==> src/design/jmec_pkg.sv <==
// Package with the constants, types and sequencer states of the jackknife unit.
`default_nettype none
package jmec_pkg;
  localparam int MAX_SAMPLES = 1024;
  localparam int AW = $clog2(MAX_SAMPLES);
  localparam int CW = $clog2(MAX_SAMPLES + 1);
  localparam int SW = 24;
  localparam int SUM_W = SW + 11;
  localparam int DIF_W = SW + 1;
  localparam int PRD_W = 2 * DIF_W;
  localparam int ACC_W = 60;
  localparam int ROOT_W = ACC_W / 2;
  localparam int ERR_W = 25;
  localparam int DIV_CNT_W = $clog2(ACC_W);
  localparam int SQ_CNT_W = $clog2(ROOT_W);
  localparam int IN_DATA_W = 48;
  localparam int OUT_DATA_W = 176;

  typedef enum logic [4:0] {
    S_IDLE, S_MA_GO, S_MA_W, S_MB_GO, S_MB_W, S_RD, S_DIFF, S_MAC,
    S_SA_GO, S_SA_W, S_SB_GO, S_SB_W, S_SC_GO, S_SC_W,
    S_QA_GO, S_QA_W, S_QB_GO, S_QB_W, S_DONE
  } state_e;
endpackage
`default_nettype wire

==> src/design/jmec_div.sv <==
// Restoring divider, one quotient bit per cycle, unsigned dividend by sample count.
`default_nettype none
module jmec_div (
  input  wire logic                          clk_i,
  input  wire logic                          rst_ni,
  input  wire logic                          start_i,
  input  wire logic [jmec_pkg::ACC_W-1:0]    dividend_i,
  input  wire logic [jmec_pkg::CW-1:0]       divisor_i,
  output logic                               done_o,
  output logic      [jmec_pkg::ACC_W-1:0]    quotient_o,
  output logic      [jmec_pkg::CW-1:0]       remainder_o
);
  logic                             busy_q;
  logic [jmec_pkg::DIV_CNT_W-1:0]   cnt_q;
  logic [jmec_pkg::ACC_W-1:0]       dvd_q;
  logic [jmec_pkg::CW-1:0]          rem_q;
  logic [jmec_pkg::CW:0]            trial;
  logic                             fits;

  assign trial = {rem_q, dvd_q[jmec_pkg::ACC_W-1]};
  assign fits  = trial >= {1'b0, divisor_i};

  always_ff @(posedge clk_i or negedge rst_ni) begin
    if (!rst_ni) begin
      busy_q <= 1'b0;
      done_o <= 1'b0;
      cnt_q  <= '0;
    end else begin
      done_o <= 1'b0;
      if (start_i) begin
        busy_q <= 1'b1;
        cnt_q  <= '0;
      end else if (busy_q) begin
        cnt_q <= cnt_q + 1'b1;
        if (cnt_q == jmec_pkg::DIV_CNT_W'(jmec_pkg::ACC_W - 1)) begin
          busy_q <= 1'b0;
          done_o <= 1'b1;
        end
      end
    end
  end

  always_ff @(posedge clk_i) begin
    if (start_i) begin
      dvd_q <= dividend_i;
      rem_q <= '0;
    end else if (busy_q) begin
      dvd_q <= {dvd_q[jmec_pkg::ACC_W-2:0], fits};
      rem_q <= fits ? jmec_pkg::CW'(trial - {1'b0, divisor_i}) : trial[jmec_pkg::CW-1:0];
    end
  end

  assign quotient_o  = dvd_q;
  assign remainder_o = rem_q;
endmodule
`default_nettype wire

==> config.mk <==
export PLATFORM = sky130hd
export DESIGN_NAME = jmec_div
export DESIGN_NICKNAME = d
export VERILOG_FILES = /design/src/design/jmec_pkg.sv /design/src/design/jmec_div.sv
export SDC_FILE = /design/constraint.sdc
export NUM_CORES = 1
export LEC_CHECK = 0
export BUFFER_PORTS_ARGS = -buffer_cell sky130_fd_sc_hd__buf_2
export CORE_MARGIN = 5
export CORE_UTILIZATION = 45
export CTS_CLUSTER_DIAMETER = 60
export DETAILED_ROUTE_END_ITERATION = 6
export GPL_TIMING_DRIVEN = 0
export PLACE_DENSITY = 0.85
export SLEW_MARGIN = 20
export SYNTH_ARGS = -nofsm -noshare
export SYNTH_HDL_FRONTEND = slang
export SYNTH_SLANG_ARGS = --single-unit
==> constraint.sdc <==
create_clock -name clk_i -period 4.9 [get_ports clk_i]
set_input_delay 0.98 -clock clk_i [delete_from_list [all_inputs] [get_ports clk_i]]
set_output_delay 0.98 -clock clk_i [all_outputs]
set_load 0.01 [all_outputs]
== Word level (Yosys, flattened, before mapping) ==
Index checks and enable logic that the tools add are counted.
Operators by class
  add/subtract/negate cells: 2
  $lt $le $gt $ge: 1
  equal/unequal tests: 1
  mux-type cells: 11
  reductions and logical operators: 1
Operator list (count)
  2-to-1 mux 60 bit: 2
  >= comparator 12 x 11 -> 1 bit: 1
  2-to-1 mux 6 bit: 2
  2-to-1 mux 11 bit: 1
  subtractor 11 bit: 1
  adder 6 x 1 -> 6 bit (second input constant): 1
  == test 6 bit (second input constant): 1
  2-to-1 mux 1 bit: 6
  nonzero test 2 bit: 1
Storage, ports and cells
  bits in registers: 79
  input bits: 74
  output and inout bits: 72
  word-level logic and storage cells: 21

== Longest topological paths before layout ==
  word-level depth: 4
  depth in mapped cells: 10
  mapped depth without buffers: 9

== Least setup slack after synthesis ==
OpenSTA, ideal clock, no wires.
  path kind: input port to flip-flop
  start point: input start_i
  end point: register dvd_q (netlist bit quotient_o[0]), enable pin
  setup time: 0.414 ns
  data arrival time: 2.720 ns
  required time: 4.486 ns
  setup slack: 1.766 ns
  stages: 4
  path buffers: 2
  cell sequence: buf_2 -> clkbuf_1 -> nor2_1 -> inv_1
On the way
  cells in the longest elaborated chain, start to end: 1
RTL lines
  start: declaration: RTL line jmec_div.sv:6  | input wire logic start_i,
  nonzero test 2 bit (no line)
  end signal: assignment: RTL line jmec_div.sv:45  | dvd_q <= dividend_i;
  end signal: assignment: RTL line jmec_div.sv:48  | dvd_q <= {dvd_q[jmec_pkg::ACC_W-2:0], fits};
  end: declaration: RTL line jmec_div.sv:15  | logic [jmec_pkg::ACC_W-1:0] dvd_q;
No other way between the ends.
A chain may end at the register's enable or synchronous reset.

== Final worst setup path ==
  start point: input divisor_i[0] (netlist bit)
  end point: register rem_q (netlist bit remainder_o[7])
On the way
  cells in the longest elaborated chain, start to end: 2
  elaborated cells between the ends (all ways): 3
  those cells by class: add/sub (1); order compare (1); mux (1)
RTL lines
  start: declaration: RTL line jmec_div.sv:8  | input wire logic [jmec_pkg::CW-1:0] divisor_i,
  subtractor 11 bit / >= comparator 12 x 11 -> 1 bit (equally long branches): RTL line jmec_div.sv:49, jmec_div.sv:21
  2-to-1 mux 11 bit (*): RTL line jmec_div.sv:49  | rem_q <= fits ? jmec_pkg::CW'(trial - {1'b0, divisor_i}) : trial[jmec_pkg::CW-1:0];
  end signal: assignment: RTL line jmec_div.sv:49
  end: declaration: RTL line jmec_div.sv:16  | logic [jmec_pkg::CW-1:0] rem_q;
Every way passes the cells marked *; elsewhere a longest branch is shown, timed or not.

==> qor.yml <==
status:
  outcome: "finished clean"
cts:
  cts_hold_buf: 0
  cts_buffers: 9
  cts_sinks: 79
  clk_path_buf_depth: 2
  clock_latency_ps: 340
  cts_resized: 0
  cts_root_buffer: "clkbuf_8"
  post_cts_buffers: 0
  path_clk_slew_ps: 80
  htreeDepth: 3
  cts_tree: "done"
grt:
  grt_pass1_wl_mm: 15.0
  first_global_vias: 3050
  grt_max_degree: 61
  antenna_found_initial: 1
  grt_overflow_total: 0
  track_usage_pct: 17.1
worst_setup_path:
  slowest_stage: "fa_1"
  critPathBufInv: 2
  max_stage_delay_ps: 440
  critPathKind: "input port to flip-flop"
  critPathLaunchType: "input port"
  critPathCaptureType: "flip-flop"
  worstPathRequired_ps: 5090
  crit_path_max_fanout: 10
  arrival_ps: 2950
  cp_top_family: "adder cells"
  crit_top_cell: "o21ai_4"
  cp_cell_sequence: "buf_2 > ha_1 > fa_1 > nor2b_4 > o31a_4 > o21ai_4 > o21ai_4 > buf_6 > mux2i_1 > a211oi_1"
pwr:
  internal-power_w: 0.00138
  switching_share_pct: 31.9
  clkPwrFrac_pct: 23.0
  ir_drop_v: 0.000215
  p_seq_share_pct: 43.9
  switching_power_w: 0.000643
  p_leak_nw: 2.23
  combPwrFrac_pct: 33.1
  power.density_mw_per_mm2: 399
yosys:
  yosysWarnings: 0
  netlist_area_sq_mm: 0.00401
  synth_seq_cells: 79
  ys.flop_type: "edfxtp_1"
  syn_nets: 386
  synthArstFlopShare_pct: 10.1
  netlist_instances: 299
  ys_seq_area_share_pct: 55.4
  synth_cell_types: 49
  synth_edf_count: 60
  synth.avg_cell_area_sq_um: 13.4
finish:
  fillers: 717
  layout-drive-gt1-share_pct: 51.1
  nets: 541
  finish.utilization_pct: 58.0
  area_delta_synth_final_pct: 26.1
  register_area_sq_mm: 0.00222
  multi_input_area_sq_mm: 0.00167
drt:
  first_iter_violations: 173
  via_per_inst: 5.26
  detail-route-antenna-nets: 0
  vias: 2984
  wl_per_cell_um: 16.9
  wirelength_mm: 9.56
  drc_errors: 0
  firstDrtPassIters: 4
die:
  dieArea_sq_mm: 0.0109
  io_pins: 146
  die_w_um: 104
  die_h_um: 104
  core_sq_mm: 0.00872
  rows: 34
  initial_core_util_pct: 46.0
timing:
  hold_viol_final: 0
  setup_viol: 0
  slew_headroom_pct: 50.6
  final_max_slew_viol_count: 0
  whs_ps: 470
  timing.final.crit_period_ps: 2760
  finClkSkew_ps: 12.4
  worst_pin_slew_ps: 741
  rsz0062_at_grt: "no"
  finalSetupTns_ps: 0
  timing.fmax_mhz: 362
  finalCritPeriodShare_pct: 56.3
worst_hold_path:
  hp-class: "input port to async pin"
job:
  maxCapViolCount: 0
placement:
  gp_congestion: 0.808
  hpwl_mm: 7.33
  portBuffers: 144
[final cells by class]
type / count / area share (%)
timing repair buffer: 144 / 14.2
tap: 108 / 2.67
sequential: 79 / 43.9
clock inverter: 6 / 1.24
buffer: 15 / 1.43
multi-input combinational: 191 / 32.9
inverter: 14 / 1.09
antenna: 1 / 0.0495
clock buffer: 9 / 2.45
[cells in the final DEF (no fill, tap or decap), types with 4 or more instances in the layout]
cell / instances
a211oi_1: 7
a21oi_1: 7
buf_2: 145
clkbuf_1: 9
clkbuf_8: 9
dfrtp_1: 8
dfxtp_1: 11
edfxtp_1: 60
ha_1: 12
inv_1: 12
mux2_2: 60
mux2i_1: 8
nand2_1: 9
nand2b_1: 4
nor2_1: 24
o21ai_0: 7
xnor2_1: 6
[power by group through the flow]
stage | logic, W | registers [W] | clock network (W)
finish | 0.000668 | 0.000887 | 0.000464
global route | 0.000733 | 0.000902 | 0.000506
CTS | 0.000675 | 0.000889 | 0.000479
detailed placement | 0.000671 | 0.000902 | 0
global placement | 0.000647 | 0.000896 | 0
floorplan | 0.000423 | 0.000933 | 0
[synth_stat cells (3+ instances only)]
master	number	area (sq um)
dfxtp_1	11	220
edfxtp_1	60	1800
xnor2_1	6	52.6
ha_1	12	150
nand2_1	9	33.8
clkbuf_1	9	33.8
a211oi_1	7	52.6
xor2_1	3	26.3
or3_1	3	18.8
nand2b_1	4	25.0
inv_1	13	48.8
nor2_1	24	90.1
mux2i_1	8	80.1
nand4_1	3	18.8
o21ai_0	7	35.0
dfrtp_1	8	200
o211ai_1	3	22.5
mux2_2	60	676
a21oi_1	7	35.0
[worst paths after layout]
kind / slack, ps / to / cells after the start / from
min in group clk_i: 530 / remainder_o[3]$_SDFFE_PP0P_ / 2 / remainder_o[3]$_SDFFE_PP0P_
worst max register to register: 2460 / remainder_o[7]$_SDFFE_PP0P_ / 10 / quotient_o[59]$_DFFE_PP_
worst min-delay path: 470 / cnt_q[2]$_DFFE_PN0P_ / 1 / rst_ni
max in group asynchronous: 4260 / cnt_q[5]$_DFFE_PN0P_ / 1 / rst_ni
worst max-delay path: 2140 / remainder_o[7]$_SDFFE_PP0P_ / 10 / divisor_i[0]
worst min register to register: 530 / remainder_o[3]$_SDFFE_PP0P_ / 2 / remainder_o[3]$_SDFFE_PP0P_
[registers in the layout (all words and copies together) (netlist names)]
| register | cells |
|---|---|
| busy_q | 1 |
| remainder_o | 11 |
| quotient_o | 60 |
| done_o | 1 |
| cnt_q | 6 |
[stage by stage]
stage / cells / area [sq um] / setup slack, ps / power (W)
5_1_grt: 567 / 5060 / 2010 / 0.00214
4_1_cts: 566 / 5060 / 2150 / 0.00204
3_3_place_gp: 551 / 4870 / 1080 / 0.00154
3_5_place_dp: 551 / 4870 / 1800 / 0.00157
6_report: 567 / 5060 / 2140 / 0.00202
2_1_floorplan: 299 / 4010 / 1770 / 0.00136
[kinds of logic after synthesis]
family,Yosys count,synth area share [%]
compound gates,39,7.17
xor+xnor,9,1.96
fa+ha+maj,13,4.24
buf+inv,29,3.12
flops,79,55.4
mux,69,19.2
simple gates,61,8.92
[metal layers]
layer  part of all wire [%]  GRT usage [%]
met4                    2.6           6.38
met2                     52           30.0
met5                      0              0
met3                    6.1           4.66
met1                     39           19.8
Note: power is estimated with default switching activity, not from simulation.
