## src/design/jmec_pkg.sv

```systemverilog
// Package with the constants, types and sequencer states of the jackknife unit.
`default_nettype none
package jmec_pkg;
  localparam int MAX_SAMPLES = 1024;
  localparam int AW = $clog2(MAX_SAMPLES);
  localparam int CW = $clog2(MAX_SAMPLES + 1);
  localparam int SW = 24;
  localparam int SUM_W = SW + 11;
  localparam int DIF_W = SW + 1;
  localparam int PRD_W = 2 * DIF_W;
  localparam int ACC_W = 60;
  localparam int ROOT_W = ACC_W / 2;
  localparam int ERR_W = 25;
  localparam int DIV_CNT_W = $clog2(ACC_W);
  localparam int SQ_CNT_W = $clog2(ROOT_W);
  localparam int IN_DATA_W = 48;
  localparam int OUT_DATA_W = 176;

  typedef enum logic [4:0] {
    S_IDLE, S_MA_GO, S_MA_W, S_MB_GO, S_MB_W, S_RD, S_DIFF, S_MAC,
    S_SA_GO, S_SA_W, S_SB_GO, S_SB_W, S_SC_GO, S_SC_W,
    S_QA_GO, S_QA_W, S_QB_GO, S_QB_W, S_DONE
  } state_e;
endpackage
`default_nettype wire

```

## src/design/jmec_sqrt.sv

```systemverilog
// Digit-by-digit floored square root, one root bit per cycle.
`default_nettype none
module jmec_sqrt (
  input  wire logic                          clk_i,
  input  wire logic                          rst_ni,
  input  wire logic                          start_i,
  input  wire logic [jmec_pkg::ACC_W-1:0]    operand_i,
  output logic                               done_o,
  output logic      [jmec_pkg::ROOT_W-1:0]   root_o
);
  logic                            busy_q;
  logic [jmec_pkg::SQ_CNT_W-1:0]   cnt_q;
  logic [jmec_pkg::ACC_W-1:0]      op_q;
  logic [jmec_pkg::ROOT_W+1:0]     rem_q;
  logic [jmec_pkg::ROOT_W-1:0]     root_q;
  logic [jmec_pkg::ROOT_W+3:0]     rem_s;
  logic [jmec_pkg::ROOT_W+3:0]     trial;
  logic                            fits;

  assign rem_s = {rem_q, op_q[jmec_pkg::ACC_W-1 -: 2]};
  assign trial = {2'b00, root_q, 2'b01};
  assign fits  = rem_s >= trial;

  always_ff @(posedge clk_i or negedge rst_ni) begin
    if (!rst_ni) begin
      busy_q <= 1'b0;
      done_o <= 1'b0;
      cnt_q  <= '0;
    end else begin
      done_o <= 1'b0;
      if (start_i) begin
        busy_q <= 1'b1;
        cnt_q  <= '0;
      end else if (busy_q) begin
        cnt_q <= cnt_q + 1'b1;
        if (cnt_q == jmec_pkg::SQ_CNT_W'(jmec_pkg::ROOT_W - 1)) begin
          busy_q <= 1'b0;
          done_o <= 1'b1;
        end
      end
    end
  end

  always_ff @(posedge clk_i) begin
    if (start_i) begin
      op_q   <= operand_i;
      rem_q  <= '0;
      root_q <= '0;
    end else if (busy_q) begin
      op_q   <= {op_q[jmec_pkg::ACC_W-3:0], 2'b00};
      rem_q  <= fits ? (jmec_pkg::ROOT_W+2)'(rem_s - trial) : rem_s[jmec_pkg::ROOT_W+1:0];
      root_q <= {root_q[jmec_pkg::ROOT_W-2:0], fits};
    end
  end

  assign root_o = root_q;
endmodule
`default_nettype wire

```

## config.mk

```make
export PLATFORM = sky130hd
export DESIGN_NAME = jmec_sqrt
export DESIGN_NICKNAME = d
export VERILOG_FILES = /design/src/design/jmec_pkg.sv /design/src/design/jmec_sqrt.sv
export SDC_FILE = /design/constraint.sdc
export NUM_CORES = 1
export LEC_CHECK = 0
export ABC_AREA = 1
export BUFFER_PORTS_ARGS = -buffer_cell sky130_fd_sc_hd__buf_4
export CORE_ASPECT_RATIO = 1.5
export CORE_MARGIN = 3
export CORE_UTILIZATION = 30
export CTS_CLUSTER_DIAMETER = 30
export DETAILED_ROUTE_END_ITERATION = 6
export PLACE_DENSITY_LB_ADDON = 0.1
export SLEW_MARGIN = 20
export SYNTH_ARGS = -nofsm -noshare
export SYNTH_HDL_FRONTEND = slang
export SYNTH_SLANG_ARGS = --single-unit
```

## constraint.sdc

```tcl
create_clock -name clk_i -period 6 [get_ports clk_i]
set_input_delay 0.9 -clock clk_i [delete_from_list [all_inputs] [get_ports clk_i]]
set_output_delay 0.9 -clock clk_i [all_outputs]
set_load 0.01 [all_outputs]
```

# After elaboration in Yosys (flattened, before gate mapping)
# Index checks and enable logic that the tools add are counted.
# totals
word_cells	22
output_inout_bits	31
in_bits	63
ff_bits	129
# classes
n_reduce_logical	1
eq_ne	1
n_addsub	2
n_mux	11
n_lt_le_gt_ge	1
# op_table
cell	n
$mux 60	2
$ge 34x32->1	1
$mux 32	1
$sub 32x32->32	1
$mux 5	2
$mux 1	6
$add 5x1->5 const B	1
$eq 5x5->1 const B	1
$reduce_bool 2->1	1

# Depth between registers and ports, before layout
# logic_depth
word_depth	4
depth_mapped	17
mapped_depth_nobuf	16

# Worst setup path before layout
# OpenSTA, ideal clock, no wires.
# synth_timing
kind	input-to-reg
from	input start_i
to	register op_q[0] in the netlist's numbering (enable)
path_stages	4
setup_slack_ns	2.277
t_required_ns	5.552
arrival_ns	3.275
path_cell_list	clkbuf_1 nor2_1 inv_1 clkbuf_1
# synth_via
elab_chain_cells	1
# synth_rtl
element	line_no	source
start: declaration	jmec_sqrt.sv:6	input wire logic start_i,
$reduce_bool 2->1 (no line)	n/a	
end signal: assignment	jmec_sqrt.sv:46	op_q <= operand_i;
end signal: assignment	jmec_sqrt.sv:50	op_q <= {op_q[jmec_pkg::ACC_W-3:0], 2'b00};
end: declaration	jmec_sqrt.sv:13	logic [jmec_pkg::ACC_W-1:0] op_q;
# Every way passes these cells.
# A chain may end at the register's enable or synchronous reset.

# Worst setup path in the final report
# layout_timing
from	register root_q, in the netlist root_o[19]
to	register rem_q[26] in the netlist's numbering
# layout_via
elab_chain_cells	2
word_cells_on_any_way	3
cone_classes	1 x add/sub; 1 x order compare; 1 x mux
# layout_rtl
element	line_no	source
start: declaration	jmec_sqrt.sv:15	logic [jmec_pkg::ROOT_W-1:0] root_q;
start signal: assignment	jmec_sqrt.sv:52	root_q <= {root_q[jmec_pkg::ROOT_W-2:0], fits};
$sub 32x32->32 or $ge 34x32->1 (tied branches)	jmec_sqrt.sv:51, jmec_sqrt.sv:22	
$mux 32 (*)	jmec_sqrt.sv:51	rem_q <= fits ? (jmec_pkg::ROOT_W+2)'(rem_s - trial) : rem_s[jmec_pkg::ROOT_W+1:0];
end signal: assignment	jmec_sqrt.sv:51	
end: declaration	jmec_sqrt.sv:14	logic [jmec_pkg::ROOT_W+1:0] rem_q;
# Every way passes the cells marked *; elsewhere a longest branch is shown, timed or not.

==> key figures <==
Floorplanning
  – Die X: 137 um
  – Die Ht: 203 um
  – DIE AREA: 0.0279 mm2
  – Starting Density: 0.307
  – Core area: between 0.02 and 0.03 mm2
  – Core Rows: ~70
  – IO Pins: between 90 and 100

Power
  – PD cells: 498 mW/mm2
  – Switching pwr: about 2.1 mW
  – Leakage: 4.92 nW
  – P_int: between 2 and 3 mW
  – Combinational power share: 0.524
  – Switching part of the total power: 0.457
  – Clock network fraction of design power: 0.234
  – Sequential power share: 0.242
  – Maximum vdd drop: 0.000224 V

Finish
  – Util after Layout: 0.370
  – Nets: 1305
  – Inserted Diodes: 0
  – Syn-to-layout area delta: 20.6%
  – Share of cells above drive strength 1: 0.128
  – Post-route cell area: 0.00937 mm2

Worst setup path
  – Worst Reg2Reg Path Length in Cells: 14
  – Kind of end point of the critical path: flop
  – Worst path top cell family by delay: simple AND/OR/NAND/NOR gates
  – Worst Path Required: 6.32 ns
  – CP Cell Sequence: inv_1 -> ha_1 -> nand2_2 -> inv_2 -> a21oi_2 -> inv_2 -> a21oi_2 -> nor2_1 -> nor2_4 -> nand2_8 -> nand2_1 -> nand2_1 -> nand2_1 -> nand2_1
  – Worst stage delay on the critical path: 0.75 ns
  – WP buf/inv: 3
  – R2R Path Start: root_o[19]$_SDFFE_PP0P_
  – Critical path arrival: 3.44 ns
  – Critical path start-end classification: reg -> reg
  – RR Endpoint: rem_q[26]$_SDFFE_PP0P_
  – Flop2flop setup slack: 2.89 ns
  – Worst path slowest cell: nor2_4
  – Worst-path fanout max: 33
  – Most Frequent Cell on Critical Path: nand2_1
  – Nature of the critical path startpoint: flop

STA
  – RSZ-0062 raised after global routing: false
  – Final Hold Vio Count: 0
  – Worst Clk Skew: between 0.006 and 0.007 ns
  – Setup violators final: 0
  – FMAX: 321 MHz
  – Total negative slack: 0 ns
  – Worst slew margin: 0.344
  – Worst Max-Slew Pin Slew: 0.982 ns
  – Tmin final: 3.11 ns
  – Final Max Tran Viols: 0
  – Post-route clock period utilization: 0.519

Global route
  – Largest net degree at the start of global routing: 66
  – GRT overflow: 0
  – GRT Total Usage: 0.166
  – Initial antenna violation count: 0
  – First-pass GRT wire length: 35800 um
  – Vias in the first global route: roughly 7100

Clock network
  – Largest buffer count on any clock path: 2
  – Root buffer cell: clkbuf_16
  – Post-CTS Hold Buffers: 0
  – Post-CTS setup buffer count: 0
  – Clk sinks: 129
  – CTS tree: done
  – Clock-pin slew on the worst setup and hold paths: approximately 0.060 ns
  – H-tree Lvls: 4
  – Cts bufs inserted: 17
  – Post-cts resize count: 0
  – Worst skew pair latency: between 0.4 and 0.5 ns

Placed design
  – Dpl cell area: 0.00875 mm2
  – Port buffer count: 93
  – Dpl hpwl: approximately 16000 um
  – Final GP Congestion: 0.872

Synth
  – Cells after Synth: 1126
  – Number of flops mapped to enable cells by yosys: 60
  – Asr flop ratio synth: 0.0543
  – Synthesized flop and latch total: roughly 130
  – Top-area cell type share of the netlist area: 0.257
  – Leading area contributor after synthesis: nand2_1
  – Sequential area share after synthesis: 0.414
  – Mapped cell area: between 0.007 and 0.008 mm2
  – Synth Area per Inst: 6.90 um2
  – Synth unique cells: 36
  – Synth top area cells: nand2_1, edfxtp_1, dfxtp_1
  – Post-synth top flop: dfxtp_1
  – Synth warn: 0
  – Net Count, Synth: 1223

Routing
  – Avg Vias per Cell: 4.48
  – WL met1: roughly 9000 um
  – DR WL/cell: about 14 um
  – Post-detailed-route count of antenna-violating nets: 0
  – Residual DRC count: 0
  – Iter 0 DRT Violations: ~270
  – Final WL: approximately 22000 um
  – Met3 Routed Length: 730 um
  – WL met2: 11600 um
  – Max layer used: met4
  – Via count: 6946
  – DR pass1 iterations: 5

Flow run
  – Max_cap viols: 0

Min path
  – Min-Delay Path Class: in -> async

Outcome
  – Status: complete, no violations
-- routing by layer --
layer / track usage / vias up
li1: - / 3690
met1: 0.184 / 3099
met2: 0.296 / 122
met3: 0.0379 / 35
met4: 0.0720 / 0
met5: 0 / -
-- worst max path at each step --
stage                       startpoint                     end  depth (start not counted)
2_1_floorplan                  start_i   op_q[0]$_SDFFCE_PN0P_                          4
3_3_place_gp                   start_i      op_q[35]$_DFFE_PP_                          5
3_5_place_dp                   start_i      op_q[39]$_DFFE_PP_                          5
4_1_cts        root_o[19]$_SDFFE_PP0P_  rem_q[26]$_SDFFE_PP0P_                         14
5_1_grt        root_o[22]$_SDFFE_PP0P_  rem_q[26]$_SDFFE_PP0P_                         14
6_report       root_o[19]$_SDFFE_PP0P_  rem_q[26]$_SDFFE_PP0P_                         14
-- sequential cells by signal, summed over array words and instances, names as in the netlist --
register / count
cnt_q: 5
rem_q: 32
root_o: 30
op_q: 60
done_o: 1
busy_q: 1
-- area by class of cell --
type | instances | area [um2]
inverter | 158 | 594
clock buffer | 20 | 489
tap | 328 | 410
fill | 2746 | 16000
clock inverter | 12 | 125
sequential | 129 | 3220
multi-input combinational | 804 | 3790
timing repair buffer | 98 | 736
-- cell usage after synthesis, types with 10 or more instances --
| library cell | instances |
|---|---|
| nand3_1 | 67 |
| ha_1 | 34 |
| o22ai_1 | 30 |
| nand2_1 | 533 |
| inv_1 | 152 |
| nand3b_1 | 10 |
| nor2_1 | 43 |
| nand4_1 | 13 |
| edfxtp_1 | 60 |
| xor2_1 | 11 |
| a21oi_1 | 20 |
| dfxtp_1 | 62 |
| clkbuf_1 | 23 |
-- cell families after synthesis --
family                     count (synthesis)  share of synthesized area
xor gates and xnor gates                  15                     0.0169
and+or+nand+nor                          690                      0.366
adders and majority gates                 34                     0.0548
buffers and inverters                    193                     0.0981
DFF                                      129                      0.414
AOI/OAI and AO/OA                         65                     0.0501
-- through the flow --
stage	hold slack, ns	power (mW)	setup WS (ns)	std cells
after detailed placement	0.449	3.61	2.49	1517
after CTS	0.251	4.73	2.82	1549
after global routing	0.256	5.11	2.65	1549
after global placement	0.447	3.61	2.52	1517
after floorplan	0.427	3.01	2.28	1126
final	0.277	4.66	2.89	1549
-- placed cells by master (no fill, tap or decap), types with 2 or more instances in the layout --
master / instances
a21oi_1: 20
buf_4: 98
nand4_1: 13
o21ai_0: 7
clkinvlp_4: 2
a21oi_2: 2
xor2_1: 11
clkinv_2: 5
nor2_1: 41
ha_1: 34
nand2_1: 533
and2_1: 2
nand2_2: 3
inv_1: 151
dfxtp_1: 62
o21bai_1: 4
nor3_1: 5
clkinv_1: 2
xnor2_1: 4
bufinv_16: 2
o22ai_1: 30
edfxtp_1: 60
nor2_4: 2
nand3_1: 67
inv_6: 2
nand3b_1: 10
dfrtp_1: 7
nand3_2: 2
inv_2: 5
nor2_2: 8
clkbuf_16: 19
-- worst register-to-register path, cell delays in order (launching register included) --
cell and delay, ns:
dfxtp_1 0.33, inv_1 0.07, ha_1 0.37, nand2_2 0.15, inv_2 0.05, a21oi_2 0.20
inv_2 0.05, a21oi_2 0.18, nor2_1 0.09, nor2_4 0.75, nand2_8 0.30, nand2_1 0.28
nand2_1 0.08, nand2_1 0.06, nand2_1 0.04
-- power by group through the flow --
stage | logic [mW] | clock network [mW] | registers, mW
2_1_floorplan | 1.89 | 0 | 1.13
6_report | 2.44 | 1.09 | 1.13
5_1_grt | 2.81 | 1.15 | 1.15
3_3_place_gp | 2.46 | 0 | 1.15
4_1_cts | 2.48 | 1.12 | 1.13
3_5_place_dp | 2.47 | 0 | 1.15
Power figures use the tool's default switching activity.
